File: src/uwbls_pkg.sv
package uwbls_pkg;

  // Field widths of the item and result channels.
  localparam int unsigned KIND_W      = 3;
  localparam int unsigned SEQ_W       = 32;
  localparam int unsigned LEN_W       = 10;
  localparam int unsigned POWER_W     = 32;
  localparam int unsigned QUAL_W      = 16;
  localparam int unsigned FPRAW_W     = 16;
  localparam int unsigned FP_FRAC     = 6;
  localparam int unsigned FP_W        = FPRAW_W - FP_FRAC;
  localparam int unsigned STAT_ID_W   = 4;
  localparam int unsigned STAT_VAL_W  = 33;

  // Statistics state widths.
  localparam int unsigned CNT_W       = 32;
  localparam int unsigned RSSI_W      = 8;
  localparam int unsigned RSSI_SUM_W  = 40;
  localparam int unsigned QUAL_SUM_W  = 48;
  localparam int unsigned FP_SUM_W    = 42;

  // Shared divider operand widths.
  localparam int unsigned DIVIDEND_W  = 48;
  localparam int unsigned DIVISOR_W   = CNT_W;

  localparam logic [LEN_W-1:0] MAX_LEN_RESET = LEN_W'(127);

  // RSSI mapping: (power >> 16) - 100, capped at 0; zero power maps to -128.
  localparam int unsigned POWER_SHIFT = 16;
  localparam logic [POWER_W-POWER_SHIFT-1:0] RSSI_OFFSET = 16'd100;
  localparam logic signed [RSSI_W-1:0] RSSI_FLOOR = -8'sd128;

  typedef enum logic [KIND_W-1:0] {
    KIND_STATUS = 3'd0,
    KIND_QUERY  = 3'd1,
    KIND_CLEAR  = 3'd2,
    KIND_START  = 3'd3,
    KIND_STOP   = 3'd4
  } kind_e;

  localparam logic [STAT_ID_W-1:0] STAT_RX       = 4'd0;
  localparam logic [STAT_ID_W-1:0] STAT_LOST     = 4'd1;
  localparam logic [STAT_ID_W-1:0] STAT_CRC      = 4'd2;
  localparam logic [STAT_ID_W-1:0] STAT_PHY      = 4'd3;
  localparam logic [STAT_ID_W-1:0] STAT_TIMEOUT  = 4'd4;
  localparam logic [STAT_ID_W-1:0] STAT_OVERRUN  = 4'd5;
  localparam logic [STAT_ID_W-1:0] STAT_RSSI_AVG = 4'd6;
  localparam logic [STAT_ID_W-1:0] STAT_RSSI_MIN = 4'd7;
  localparam logic [STAT_ID_W-1:0] STAT_RSSI_MAX = 4'd8;
  localparam logic [STAT_ID_W-1:0] STAT_QUAL_AVG = 4'd9;
  localparam logic [STAT_ID_W-1:0] STAT_QUAL_MIN = 4'd10;
  localparam logic [STAT_ID_W-1:0] STAT_QUAL_MAX = 4'd11;
  localparam logic [STAT_ID_W-1:0] STAT_FP_AVG   = 4'd12;
  localparam logic [STAT_ID_W-1:0] STAT_LAST     = STAT_FP_AVG;

  // Which average the shared divider is working on.
  localparam logic [1:0] AVG_RSSI = 2'd0;
  localparam logic [1:0] AVG_QUAL = 2'd1;
  localparam logic [1:0] AVG_FP   = 2'd2;

endpackage

File: src/uwb_rx_link_statistics_unit.sv
// A receive status, clear, start or stop item is accepted, then applied in the update state.
// A query with samples first computes three averages, one after another through a
// single 48-step divider, then streams its 13 statistics.
// A query with no samples starts its 13 transfers straight after the update state.
// Throughput: one item at a time; input stall stays high until the item is done.
// Reset (rst_ni low, asynchronous): all statistics zero, not running, max length 127.
module uwb_rx_link_statistics_unit (
  input  logic                                   clk_i,
  input  logic                                   rst_ni,
  // Configuration: max_frame_len.
  input  logic                                   cfg_valid_i,
  output logic                                   cfg_ready_o,
  input  logic [uwbls_pkg::LEN_W-1:0]            cfg_data_i,
  // Item channel.
  input  logic                                   in_valid_i,
  output logic                                   in_stall_o,
  input  logic [uwbls_pkg::KIND_W-1:0]           kind_i,
  input  logic [uwbls_pkg::SEQ_W-1:0]            seq_i,
  input  logic [uwbls_pkg::LEN_W-1:0]            frame_len_i,
  input  logic [uwbls_pkg::POWER_W-1:0]          chan_power_i,
  input  logic [uwbls_pkg::QUAL_W-1:0]           accum_count_i,
  input  logic [uwbls_pkg::FPRAW_W-1:0]          fp_index_raw_i,
  input  logic                                   good_frame_i,
  input  logic                                   crc_error_i,
  input  logic                                   phy_error_i,
  input  logic                                   rx_timeout_i,
  input  logic                                   rx_overrun_i,
  // Result channel.
  output logic                                   out_valid_o,
  input  logic                                   out_stall_i,
  output logic [uwbls_pkg::STAT_ID_W-1:0]        stat_id_o,
  output logic signed [uwbls_pkg::STAT_VAL_W-1:0] stat_value_o,
  output logic                                   last_o
);

  import uwbls_pkg::*;

  typedef enum logic [2:0] {
    S_IDLE,
    S_EXEC,
    S_DIV_LOAD,
    S_DIV_WAIT,
    S_EMIT
  } state_e;

  state_e state_q;

  // The item is captured on acceptance and worked on from these registers.
  logic [KIND_W-1:0]  kind_q;
  logic [SEQ_W-1:0]   seq_q;
  logic [LEN_W-1:0]   frame_len_q;
  logic [POWER_W-1:0] power_q;
  logic [QUAL_W-1:0]  qual_q;
  logic [FP_W-1:0]    fp_q;
  logic               good_q, crc_q, phy_q, tmo_q, ovr_q;

  logic [LEN_W-1:0]   max_len_q;

  // Statistics. The received count and the sample count step together and
  // clear together, so a single counter serves both.
  logic                         running_q;
  logic [CNT_W-1:0]             rx_cnt_q, lost_cnt_q, crc_cnt_q, phy_cnt_q;
  logic [CNT_W-1:0]             tmo_cnt_q, ovr_cnt_q;
  logic [SEQ_W-1:0]             next_seq_q;
  logic                         seq_seen_q;
  logic [RSSI_SUM_W-1:0]        rssi_acc_q;
  logic [QUAL_SUM_W-1:0]        qual_sum_q;
  logic [FP_SUM_W-1:0]          fp_sum_q;
  logic signed [RSSI_W-1:0]     rssi_lo_q, rssi_hi_q;
  logic [QUAL_W-1:0]            qual_lo_q, qual_hi_q;

  // Averages produced by the divider for the query in progress.
  logic [STAT_VAL_W-1:0]        ravg_q, qavg_q, favg_q;
  logic [1:0]                   avg_sel_q;
  logic [STAT_ID_W-1:0]         emit_idx_q;

  logic                         out_valid_q, last_q;
  logic [STAT_ID_W-1:0]         stat_id_q;
  logic [STAT_VAL_W-1:0]        stat_val_q;

  logic                         accept;
  logic                         exec_status, exec_clear, exec_start, exec_stop;
  logic                         out_free;

  assign accept      = in_valid_i && (state_q == S_IDLE);
  assign in_stall_o  = (state_q != S_IDLE);
  assign cfg_ready_o = 1'b1;
  assign out_free    = !out_valid_q || !out_stall_i;

  // Decode of the captured kind; unused kinds fall through and do nothing.
  always_comb begin
    exec_status = 1'b0;
    exec_clear  = 1'b0;
    exec_start  = 1'b0;
    exec_stop   = 1'b0;
    if (state_q == S_EXEC) begin
      unique case (kind_e'(kind_q))
        KIND_STATUS: exec_status = running_q;
        KIND_CLEAR:  exec_clear  = 1'b1;
        KIND_START:  exec_start  = 1'b1;
        KIND_STOP:   exec_stop   = 1'b1;
        default:     ;
      endcase
    end
  end

  // RSSI of the captured frame. Below the offset the difference lies in
  // -100..-1, so only the floor for zero power and the ceiling at zero remain.
  logic [POWER_W-POWER_SHIFT-1:0] power_hi;
  logic signed [RSSI_W-1:0]       rssi;

  always_comb begin
    power_hi = power_q[POWER_W-1:POWER_SHIFT];
    if (power_q == '0) begin
      rssi = RSSI_FLOOR;
    end else if (power_hi >= RSSI_OFFSET) begin
      rssi = '0;
    end else begin
      rssi = power_hi[RSSI_W-1:0] - RSSI_OFFSET[RSSI_W-1:0];
    end
  end

  // A good frame within the length limit counts; error flags are ignored then.
  logic             count_frame, first_sample, seq_gap;
  logic [SEQ_W-1:0] gap;

  assign count_frame  = exec_status && good_q && (frame_len_q <= max_len_q);
  assign first_sample = (rx_cnt_q == '0);
  assign gap          = seq_q - next_seq_q;
  assign seq_gap      = seq_seen_q && (seq_q > next_seq_q);

  always_ff @(posedge clk_i or negedge rst_ni) begin
    if (!rst_ni) begin
      max_len_q <= MAX_LEN_RESET;
    end else if (cfg_valid_i && cfg_ready_o) begin
      max_len_q <= cfg_data_i;
    end
  end

  always_ff @(posedge clk_i) begin
    if (accept) begin
      kind_q      <= kind_i;
      seq_q       <= seq_i;
      frame_len_q <= frame_len_i;
      power_q     <= chan_power_i;
      qual_q      <= accum_count_i;
      fp_q        <= fp_index_raw_i[FPRAW_W-1:FP_FRAC];
      good_q      <= good_frame_i;
      crc_q       <= crc_error_i;
      phy_q       <= phy_error_i;
      tmo_q       <= rx_timeout_i;
      ovr_q       <= rx_overrun_i;
    end
  end

  always_ff @(posedge clk_i or negedge rst_ni) begin
    if (!rst_ni) begin
      running_q  <= 1'b0;
      rx_cnt_q   <= '0;
      lost_cnt_q <= '0;
      crc_cnt_q  <= '0;
      phy_cnt_q  <= '0;
      tmo_cnt_q  <= '0;
      ovr_cnt_q  <= '0;
      next_seq_q <= '0;
      seq_seen_q <= 1'b0;
      rssi_acc_q <= '0;
      qual_sum_q <= '0;
      fp_sum_q   <= '0;
      rssi_lo_q  <= '0;
      rssi_hi_q  <= '0;
      qual_lo_q  <= '0;
      qual_hi_q  <= '0;
    end else begin
      if (exec_clear || exec_start) begin
        rx_cnt_q   <= '0;
        lost_cnt_q <= '0;
        crc_cnt_q  <= '0;
        phy_cnt_q  <= '0;
        tmo_cnt_q  <= '0;
        ovr_cnt_q  <= '0;
        next_seq_q <= '0;
        seq_seen_q <= 1'b0;
        rssi_acc_q <= '0;
        qual_sum_q <= '0;
        fp_sum_q   <= '0;
        rssi_lo_q  <= '0;
        rssi_hi_q  <= '0;
        qual_lo_q  <= '0;
        qual_hi_q  <= '0;
      end
      if (exec_start) begin
        running_q <= 1'b1;
      end
      if (exec_stop) begin
        running_q <= 1'b0;
      end
      if (count_frame) begin
        rx_cnt_q   <= rx_cnt_q + CNT_W'(1);
        if (seq_gap) begin
          lost_cnt_q <= lost_cnt_q + gap;
        end
        seq_seen_q <= 1'b1;
        next_seq_q <= seq_q + SEQ_W'(1);
        rssi_acc_q <= rssi_acc_q + {{(RSSI_SUM_W-RSSI_W){rssi[RSSI_W-1]}}, rssi};
        qual_sum_q <= qual_sum_q + {{(QUAL_SUM_W-QUAL_W){1'b0}}, qual_q};
        fp_sum_q   <= fp_sum_q + {{(FP_SUM_W-FP_W){1'b0}}, fp_q};
        if (first_sample) begin
          rssi_lo_q <= rssi;
          rssi_hi_q <= rssi;
          qual_lo_q <= qual_q;
          qual_hi_q <= qual_q;
        end else begin
          if (rssi < rssi_lo_q) rssi_lo_q <= rssi;
          if (rssi > rssi_hi_q) rssi_hi_q <= rssi;
          if (qual_q < qual_lo_q) qual_lo_q <= qual_q;
          if (qual_q > qual_hi_q) qual_hi_q <= qual_q;
        end
      end else if (exec_status && !good_q) begin
        if (crc_q) crc_cnt_q <= crc_cnt_q + CNT_W'(1);
        if (phy_q) phy_cnt_q <= phy_cnt_q + CNT_W'(1);
        if (tmo_q) tmo_cnt_q <= tmo_cnt_q + CNT_W'(1);
        if (ovr_q) ovr_cnt_q <= ovr_cnt_q + CNT_W'(1);
      end
    end
  end

  // The RSSI sum is signed: its magnitude is divided and the quotient
  // negated afterwards, which truncates toward zero.
  logic                  rssi_neg;
  logic [RSSI_SUM_W-1:0] rssi_mag;
  logic [DIVIDEND_W-1:0] dividend;
  logic [DIVIDEND_W-1:0] quotient;
  logic [STAT_VAL_W-1:0] quo_low;
  logic                  div_start, div_done;

  assign rssi_neg  = rssi_acc_q[RSSI_SUM_W-1];
  assign rssi_mag  = rssi_neg ? (RSSI_SUM_W'(0) - rssi_acc_q) : rssi_acc_q;
  assign quo_low   = quotient[STAT_VAL_W-1:0];
  assign div_start = (state_q == S_DIV_LOAD);

  always_comb begin
    unique case (avg_sel_q)
      AVG_RSSI: dividend = {{(DIVIDEND_W-RSSI_SUM_W){1'b0}}, rssi_mag};
      AVG_QUAL: dividend = qual_sum_q;
      default:  dividend = {{(DIVIDEND_W-FP_SUM_W){1'b0}}, fp_sum_q};
    endcase
  end

  uwbls_div #(
    .DividendW (DIVIDEND_W),
    .DivisorW  (DIVISOR_W)
  ) u_div (
    .clk_i      (clk_i),
    .rst_ni     (rst_ni),
    .start_i    (div_start),
    .dividend_i (dividend),
    .divisor_i  (rx_cnt_q),
    .done_o     (div_done),
    .quotient_o (quotient)
  );

  // Value of the statistic selected by the emit index.
  logic [STAT_VAL_W-1:0] emit_val;

  always_comb begin
    unique case (emit_idx_q)
      STAT_RX:       emit_val = {1'b0, rx_cnt_q};
      STAT_LOST:     emit_val = {1'b0, lost_cnt_q};
      STAT_CRC:      emit_val = {1'b0, crc_cnt_q};
      STAT_PHY:      emit_val = {1'b0, phy_cnt_q};
      STAT_TIMEOUT:  emit_val = {1'b0, tmo_cnt_q};
      STAT_OVERRUN:  emit_val = {1'b0, ovr_cnt_q};
      STAT_RSSI_AVG: emit_val = ravg_q;
      STAT_RSSI_MIN: emit_val = {{(STAT_VAL_W-RSSI_W){rssi_lo_q[RSSI_W-1]}}, rssi_lo_q};
      STAT_RSSI_MAX: emit_val = {{(STAT_VAL_W-RSSI_W){rssi_hi_q[RSSI_W-1]}}, rssi_hi_q};
      STAT_QUAL_AVG: emit_val = qavg_q;
      STAT_QUAL_MIN: emit_val = {{(STAT_VAL_W-QUAL_W){1'b0}}, qual_lo_q};
      STAT_QUAL_MAX: emit_val = {{(STAT_VAL_W-QUAL_W){1'b0}}, qual_hi_q};
      default:       emit_val = favg_q;
    endcase
  end

  // Sequencer: takes an item, runs the divider three times for a query
  // with samples, then streams the 13 statistics through the output register.
  always_ff @(posedge clk_i or negedge rst_ni) begin
    if (!rst_ni) begin
      state_q     <= S_IDLE;
      avg_sel_q   <= AVG_RSSI;
      emit_idx_q  <= STAT_RX;
      out_valid_q <= 1'b0;
      last_q      <= 1'b0;
      stat_id_q   <= STAT_RX;
      stat_val_q  <= '0;
      ravg_q      <= '0;
      qavg_q      <= '0;
      favg_q      <= '0;
    end else begin
      if (out_valid_q && !out_stall_i) begin
        out_valid_q <= 1'b0;
      end
      unique case (state_q)
        S_IDLE: begin
          if (accept) begin
            state_q <= S_EXEC;
          end
        end
        S_EXEC: begin
          if (kind_e'(kind_q) == KIND_QUERY) begin
            emit_idx_q <= STAT_RX;
            avg_sel_q  <= AVG_RSSI;
            if (rx_cnt_q == '0) begin
              ravg_q  <= '0;
              qavg_q  <= '0;
              favg_q  <= '0;
              state_q <= S_EMIT;
            end else begin
              state_q <= S_DIV_LOAD;
            end
          end else begin
            state_q <= S_IDLE;
          end
        end
        S_DIV_LOAD: begin
          state_q <= S_DIV_WAIT;
        end
        S_DIV_WAIT: begin
          if (div_done) begin
            unique case (avg_sel_q)
              AVG_RSSI: ravg_q <= rssi_neg ? (STAT_VAL_W'(0) - quo_low) : quo_low;
              AVG_QUAL: qavg_q <= quo_low;
              default:  favg_q <= quo_low;
            endcase
            if (avg_sel_q == AVG_FP) begin
              state_q <= S_EMIT;
            end else begin
              avg_sel_q <= avg_sel_q + 2'd1;
              state_q   <= S_DIV_LOAD;
            end
          end
        end
        S_EMIT: begin
          if (out_free) begin
            out_valid_q <= 1'b1;
            stat_id_q   <= emit_idx_q;
            stat_val_q  <= emit_val;
            last_q      <= (emit_idx_q == STAT_LAST);
            if (emit_idx_q == STAT_LAST) begin
              state_q <= S_IDLE;
            end else begin
              emit_idx_q <= emit_idx_q + STAT_ID_W'(1);
            end
          end
        end
        default: state_q <= S_IDLE;
      endcase
    end
  end

  assign out_valid_o  = out_valid_q;
  assign stat_id_o    = stat_id_q;
  assign stat_value_o = stat_val_q;
  assign last_o       = last_q;

endmodule

File: src/uwbls_div.sv
module uwbls_div #(
  parameter int unsigned DividendW = uwbls_pkg::DIVIDEND_W,
  parameter int unsigned DivisorW  = uwbls_pkg::DIVISOR_W
) (
  input  logic                 clk_i,
  input  logic                 rst_ni,
  input  logic                 start_i,
  input  logic [DividendW-1:0] dividend_i,
  input  logic [DivisorW-1:0]  divisor_i,
  output logic                 done_o,
  output logic [DividendW-1:0] quotient_o
);

  localparam int unsigned CntW = $clog2(DividendW);

  logic [DivisorW-1:0]  rem_q, rem_d;
  logic [DividendW-1:0] quo_q, quo_d;
  logic [CntW-1:0]      cnt_q, cnt_d;
  logic                 busy_q, busy_d;
  logic                 done_q, done_d;
  logic [DivisorW:0]    rem_sh;
  logic [DivisorW+1:0]  diff;
  logic                 fits;

  // Restoring division, one quotient bit per cycle; the quotient shifts in
  // where the dividend bits shift out.
  always_comb begin
    rem_sh = {rem_q, quo_q[DividendW-1]};
    diff   = {1'b0, rem_sh} - {2'b00, divisor_i};
    fits   = ~diff[DivisorW+1];
    rem_d  = rem_q;
    quo_d  = quo_q;
    cnt_d  = cnt_q;
    busy_d = busy_q;
    done_d = 1'b0;
    if (start_i) begin
      rem_d  = '0;
      quo_d  = dividend_i;
      cnt_d  = '0;
      busy_d = 1'b1;
    end else if (busy_q) begin
      rem_d = fits ? diff[DivisorW-1:0] : rem_sh[DivisorW-1:0];
      quo_d = {quo_q[DividendW-2:0], fits};
      cnt_d = cnt_q + CntW'(1);
      if (cnt_q == CntW'(DividendW - 1)) begin
        busy_d = 1'b0;
        done_d = 1'b1;
      end
    end
  end

  always_ff @(posedge clk_i or negedge rst_ni) begin
    if (!rst_ni) begin
      cnt_q  <= '0;
      busy_q <= 1'b0;
      done_q <= 1'b0;
    end else begin
      cnt_q  <= cnt_d;
      busy_q <= busy_d;
      done_q <= done_d;
    end
  end

  always_ff @(posedge clk_i) begin
    rem_q <= rem_d;
    quo_q <= quo_d;
  end

  assign done_o     = done_q;
  assign quotient_o = quo_q;

endmodule

File: config.mk
export PLATFORM = sky130hd
export DESIGN_NAME = uwb_rx_link_statistics_unit
export DESIGN_NICKNAME = d
export VERILOG_FILES = /design/src/uwbls_pkg.sv /design/src/uwb_rx_link_statistics_unit.sv /design/src/uwbls_div.sv
export SDC_FILE = /design/constraint.sdc
export NUM_CORES = 2
export LEC_CHECK = 0
export BUFFER_PORTS_ARGS = -buffer_cell sky130_fd_sc_hd__buf_2
export CORE_MARGIN = 4
export CORE_UTILIZATION = 62
export DETAILED_ROUTE_END_ITERATION = 10
export PLACE_DENSITY_LB_ADDON = 0.3
export REMOVE_ABC_BUFFERS = 1
export SLEW_MARGIN = 40
export SYNTH_ARGS = -nofsm -noshare
export SYNTH_HDL_FRONTEND = slang
export SYNTH_SLANG_ARGS = --single-unit
File: constraint.sdc
create_clock -name clk_i -period 8.6 [get_ports clk_i]
set_input_delay 1.29 -clock clk_i [delete_from_list [all_inputs] [get_ports clk_i]]
set_output_delay 1.29 -clock clk_i [all_outputs]
set_load 0.02 [all_outputs]
# == Word-level counts from Yosys, hierarchy flattened ==
# Cells that the tools add are included.
# word_totals
register_bits,757
inputBits,129
output_inout_bits,41
elab_cells,237
# op_classes
add_sub_neg,18
magnitude_cmp,7
eq_ne,34
n_mux,103
bitwise_logic,1
reduce_logical,31
# op_table
op,count
two-way mux 32 bit,23
case mux 33 bit (12 select lines),1
two-way mux 33 bit,9
case mux 33 bit (2 select lines),3
"adder 32 x 1 -> 32 bit, second input constant",6
two-way mux 48 bit,4
two-way mux 16 bit,8
two-way mux 40 bit,3
case mux 48 bit (2 select lines),1
two-way mux 42 bit,2
two-way mux 8 bit,10
logical NOT 32 bit,2
adder 48 x 16 -> 48 bit,1
adder 42 x 10 -> 42 bit,1
adder 40 bit,1
"subtractor 1 x 40 -> 40 bit, first input constant",1
subtractor 33 x 32 -> 34 bit,1
"subtractor 1 x 33 -> 33 bit, first input constant",1
adder 32 bit,1
greater-than comparator 32 bit,1
subtractor 32 bit,1
two-way mux 1 bit,21
two-way mux 3 bit,7
"== test 4 bit, second input constant",5
40 further kinds,80

# == Logic depth before layout (Yosys ltp) ==
# logic_depth
depth_word,8
depth_mapped,19

# == Modules after synthesis ==
# From an unflattened synthesis, not the netlist that was laid out.
# hier_totals
cells_unflattened,4827
hier_area_um2,44775.4
# modules_own_cells
mod,n_inst,cells_per_inst,area_per_inst_um2,seq_area_each_um2
uwb_rx_link_statistics_unit,1,4240,38978.6,17290.3
uwbls_div,1,587,5796.8,2282.2

# == Worst setup path before layout ==
# OpenSTA, ideal clock, no wires.
# synth_path
path_kind,in2reg
from,in in_valid_i
to,"reg crc_q, enable pin"
setup_ns,0.576
arrival_time_ns,5.783
slack_ns,2.240
stages,2
path_buffers,0
path_cell_list,inv_1 nor2_1
# synth_between
elab_chain_cells,1
# synth_rtl
element,line_no,rtl
from (decl),uwb_rx_link_statistics_unit.sv:15,"input logic in_valid_i,"
logical AND 1 bit,uwb_rx_link_statistics_unit.sv:85,assign accept = in_valid_i && (state_q == S_IDLE);
net accept,uwb_rx_link_statistics_unit.sv:81,logic accept;
to (signal assigned),uwb_rx_link_statistics_unit.sv:149,crc_q <= crc_error_i;
to (decl),uwb_rx_link_statistics_unit.sv:55,"logic good_q, crc_q, phy_q, tmo_q, ovr_q;"
# The timed path passes the listed nets, and every way through them passes these cells.
# A chain may end at the register's enable or synchronous reset.

# == Worst setup path in the final report ==
# layout_path
from,reg power_q[18]
to,reg rssi_acc_q[39]
# layout_between
elab_chain_cells,5
elab_cells_between_ends,7
# layout_rtl
element,line_no,rtl
from (decl),uwb_rx_link_statistics_unit.sv:52,logic [POWER_W-1:0] power_q;
from (signal assigned),uwb_rx_link_statistics_unit.sv:145,power_q <= chan_power_i;
greater-or-equal comparator 16 x 7 -> 1 bit / subtractor 8 x 7 -> 8 bit (equally long branches),"uwb_rx_link_statistics_unit.sv:116, uwb_rx_link_statistics_unit.sv:119",
two-way mux 8 bit,uwb_rx_link_statistics_unit.sv:116,end else if (power_hi >= RSSI_OFFSET) begin
two-way mux 8 bit (*),uwb_rx_link_statistics_unit.sv:114,if (power_q == '0) begin
adder 40 bit (*),uwb_rx_link_statistics_unit.sv:205,"rssi_acc_q <= rssi_acc_q + {{(RSSI_SUM_W-RSSI_W){rssi[RSSI_W-1]}}, rssi};"
two-way mux 40 bit (*),uwb_rx_link_statistics_unit.sv:198,if (count_frame) begin
to (signal assigned),uwb_rx_link_statistics_unit.sv:205,
to (decl),uwb_rx_link_statistics_unit.sv:66,logic [RSSI_SUM_W-1:0] rssi_acc_q;
# Mark *: on every way between the ends. The rest lies on a longest branch, timed or not.

==> impl_results.md <==
* Total number of vias at 37860
* Layout fillers at 5443
* FMAX at 204.8 MHz
* Core area at 71360 um2
* Critical Path Start Type: flop
* Layout cells sized above 1 at 8.885%
* Internal power at 9.071 mW
* Synth Register Bits at 757
* Max-Cap Viols at 0
* Post-route cell area at 49340 um2
* Overflow after GRT at 0
* Clock Skew at 25.35 ps
* Leak at 21.83 nW
* Reg area at 19570 um2
* Clock transition at the registers of the reported paths at 60 ps
* Crit. End Element: flop
* Wirelength, routed at 122500 um
* TritonCTS Sinks at 757
* Sequential area share after synthesis at 43.87%
* # Post-CTS Setup Buffers at 0
* Synth area leaders: dfrtp_1 32%, edfxtp_1 11%, ha_1 6.7%
* Hold path cells at 2
* Ys flop type: dfrtp_1
* Io pins at 170
* Hold Crit Class: flop to flop
* Row count at 98
* Design Power at 14.89 mW
* Number of flops mapped to enable cells by yosys at 156
* All-Layer GR Usage at 31.45%
* WL per Instance at 20.63 um
* Power Density at 301.7 nW/um2
* Post-synth top area share at 31.52%
* Die Span X at 276.2 um
* Detailed-route DRC error count at 0
* First-pass GRT wire length at 196500 um
* Worst Min Path Start: stat_value_o[25]$_DFFE_PN0P_
* Vias in the first global route at 36450
* Comb pwr share at 38.8%
* Critical R2R Launch: power_q[18]$_DFFE_PP_
* Final hold viol count at 0
* Num CTS Buffers at 82
* Die area at 76310 um2
* Clk root buf: clkbuf_16
* Port Buffers at 162
* Initial antenna violation count at 1
* CP max-delay cell: or3b_2
* Worst R2R Path Depth at 19
* Area grow syn2layout at 10.60%
* Hold buffer count at cts at 0
* Clock Latency Late Sink at 640 ps
* Setup-failing EPs final at 0
* Max Slew Vio Count at 0
* Global-route layer with the greatest usage: met2
* Switching power at 5.815 mW
* Max rail drop VDD at 0.2855 mV
* Critical Path Max Stage Delay at 460 ps
* Crit path max fanout at 36
* Largest net degree at the start of global routing at 190
* H-Tree Depth at 3
* WP data arrival at 5400 ps
* Switching Share at 39.06%
* Synth Instances at 4853
* Worst reg2reg path endpoint: rssi_acc_q[39]$_DFFE_PN0P_
* Crit-path leading delay family: compound AO/OA/AOI/OAI gates
* Period minus WS final at 4884 ps
* Post-route ant nets at 0
* CTS tree: done
* Critical Path RT at 9120 ps
* Yosys top cell by area: dfrtp_1
* Met1 Use GR at 42.70%
* Status: finished, final reports clean
* Slew @ Worst Pin at 906.9 ps
* Die H at 276.2 um
* Async S/R FF share, synth at 75.17%
* CP most frequent cell: o21ai_0
* Final Cycle Share at 56.79%
* Met3 Use GR at 6.274%
* Setup CP Type: flop to flop
* Met2 Resource Use GR at 50.23%
* Reg2reg setup slack at 3720 ps
* DR pass1 iterations at 6
* RSZ-0062 raised after global routing: no
* Number of synthesis warnings at 0
* Placement Cell Area at 46300 um2
* Clock Power Share at 25.9%
* Hold path endpoint: stat_value_o[25]$_DFFE_PN0P_
* Post_cts resized at 0
* DP HPWL at 85400 um
* Multi-input gate area at 23060 um2
* Bufs and invs on worst path at 3
* 1st-iter DRT viols at 3949
* RD Place Congestion at 0.9152
* Clk buf depth at 3
* Relative slew slack at 39.54%
* Mean Syn Cell Area at 9.193 um2
* Final Net Count at 5322
* Synth cell types at 75
* Synth Cell Area at 44610 um2
* Via density at 6.377
* Crit-path cells: inv_1, ha_1, nand2b_1, a21o_1, nand2b_1, a31o_2, inv_1, buf_4, ha_1, a21o_1, o21ai_0, a21oi_1, or3b_2, o21ai_0, a21oi_1, nor3_1, o21ai_0, and3_1, a211o_1
* Seq pwr share at 35.4%
* Initial Util at 62.51%
* Setup_tns at 0 ps
==> layer usage <==
metal  routed length (um)  share of wire, %
met3                11150               9.1
met5                    3            0.0024
met2                56510                46
met1                49420                40
met4                 5393               4.4
==> cell usage after synthesis (33+ instances only) <==
master	count
mux2i_1	111
and3_1	63
a21oi_1	175
edfxtp_1	156
nand4_1	94
fa_1	35
nor3_1	68
ha_1	239
xor2_1	89
nor4_1	33
nand2_1	570
o31ai_1	114
o211ai_1	58
xnor2_1	141
clkbuf_1	202
a22oi_1	168
a21o_1	101
nor2_1	232
o21ai_0	437
nand3_1	349
a31oi_1	48
dfrtp_1	562
inv_1	335
==> registers in the layout, indices dropped and copies added (netlist names), 32 cells and up <==
signal and cells:
power_q 32, tmo_cnt_q 32, crc_cnt_q 32, ravg_q 33
next_seq_q 32, rx_cnt_q 32, fp_sum_q 42, ovr_cnt_q 32
qavg_q 33, rssi_acc_q 40, lost_cnt_q 32, u_div.quotient_o 48
favg_q 33, phy_cnt_q 32, u_div.rem_q 32, seq_q 32
qual_sum_q 48, stat_value_o 33
==> power by group through the flow <==
stage	Combinational, mW	Clock, mW	Sequential (mW)
2_1_floorplan	4.04	0	5.14
3_3_place_gp	5.45	0	5.26
3_5_place_dp	5.63	0	5.29
4_1_cts	5.71	3.89	5.23
5_1_grt	6.45	4.05	5.33
6_report	5.77	3.85	5.27
==> worst max path at each step <==
stage	start	end	cells past startpoint	slack [ps]
after floorplan	state_q[1]$_DFFE_PN0P_	lost_cnt_q[30]$_DFF_PN0_	4	1850
after global placement	power_q[18]$_DFFE_PP_	rssi_acc_q[29]$_DFFE_PN0P_	19	3880
after detailed placement	power_q[18]$_DFFE_PP_	rssi_acc_q[29]$_DFFE_PN0P_	19	3760
after CTS	power_q[18]$_DFFE_PP_	rssi_acc_q[29]$_DFFE_PN0P_	19	3740
after global routing	power_q[18]$_DFFE_PP_	rssi_acc_q[33]$_DFFE_PN0P_	18	3320
final	power_q[18]$_DFFE_PP_	rssi_acc_q[39]$_DFFE_PN0P_	19	3720
==> per-stage QoR <==
| stage | util (%) | hold slack [ps] | worst slack, ps | std cells |
|---|---|---|---|---|
| 3_3_place_gp | 64.78 | 455.4 | 3878 | 5778 |
| 2_1_floorplan | - | 444.7 | 1855 | 4621 |
| 3_5_place_dp | 64.88 | 461.5 | 3757 | 5779 |
| 4_1_cts | 68.97 | 477.3 | 3742 | 5930 |
| 5_1_grt | 69.14 | 497.7 | 3317 | 5936 |
| 6_report | 69.14 | 468.3 | 3716 | 5937 |
==> cell families after synthesis <==
group,share of synthesized area (%)
AOI/OAI and AO/OA,18.29
other,0.008406
xor gates and xnor gates,4.515
muxes,3.298
DFF,43.87
buffers and inverters,4.782
adders and majority gates,8.274
and+or+nand+nor,16.96
==> cells in the final DEF (no fill, tap or decap), drive strengths merged, types with 18 or more instances in the layout <==
cell type,synthesis,layout
a211oi,24,24
a21o,101,101
a21oi,175,175
a22oi,168,168
a31oi,48,48
and2,32,32
and3,63,63
buf,30,213
clkbuf,202,108
clkinv,0,18
dfrtp,562,562
dfxtp,32,32
edfxtp,156,156
fa,35,35
ha,239,239
inv,335,341
mux2,32,32
mux2i,111,111
nand2,570,570
nand2b,31,31
nand3,349,349
nand4,94,94
nor2,232,232
nor2b,28,28
nor3,68,68
nor4,34,34
o211ai,58,58
o21a,19,19
o21ai,442,442
o21bai,22,22
o22ai,21,21
o31ai,114,114
or3,23,23
xnor2,141,141
xor2,89,89
==> cell type report <==
cell class	instances	share of cell area, %
Multi-Input combinational cell	3529	46.74
Sequential cell	757	39.67
Clock buffer	107	4.600
Timing Repair Buffer	214	2.703
Inverter	335	2.549
Tap cell	950	2.409
Clock inverter	44	1.319
Antenna cell	1	0.005072
==> tightest hold or removal path, cell delays in order (launching register included) <==
cell     delay, ps
dfrtp_1        330
nand2_1         40
o21ai_0         60
(Power assumes the default switching activity.)
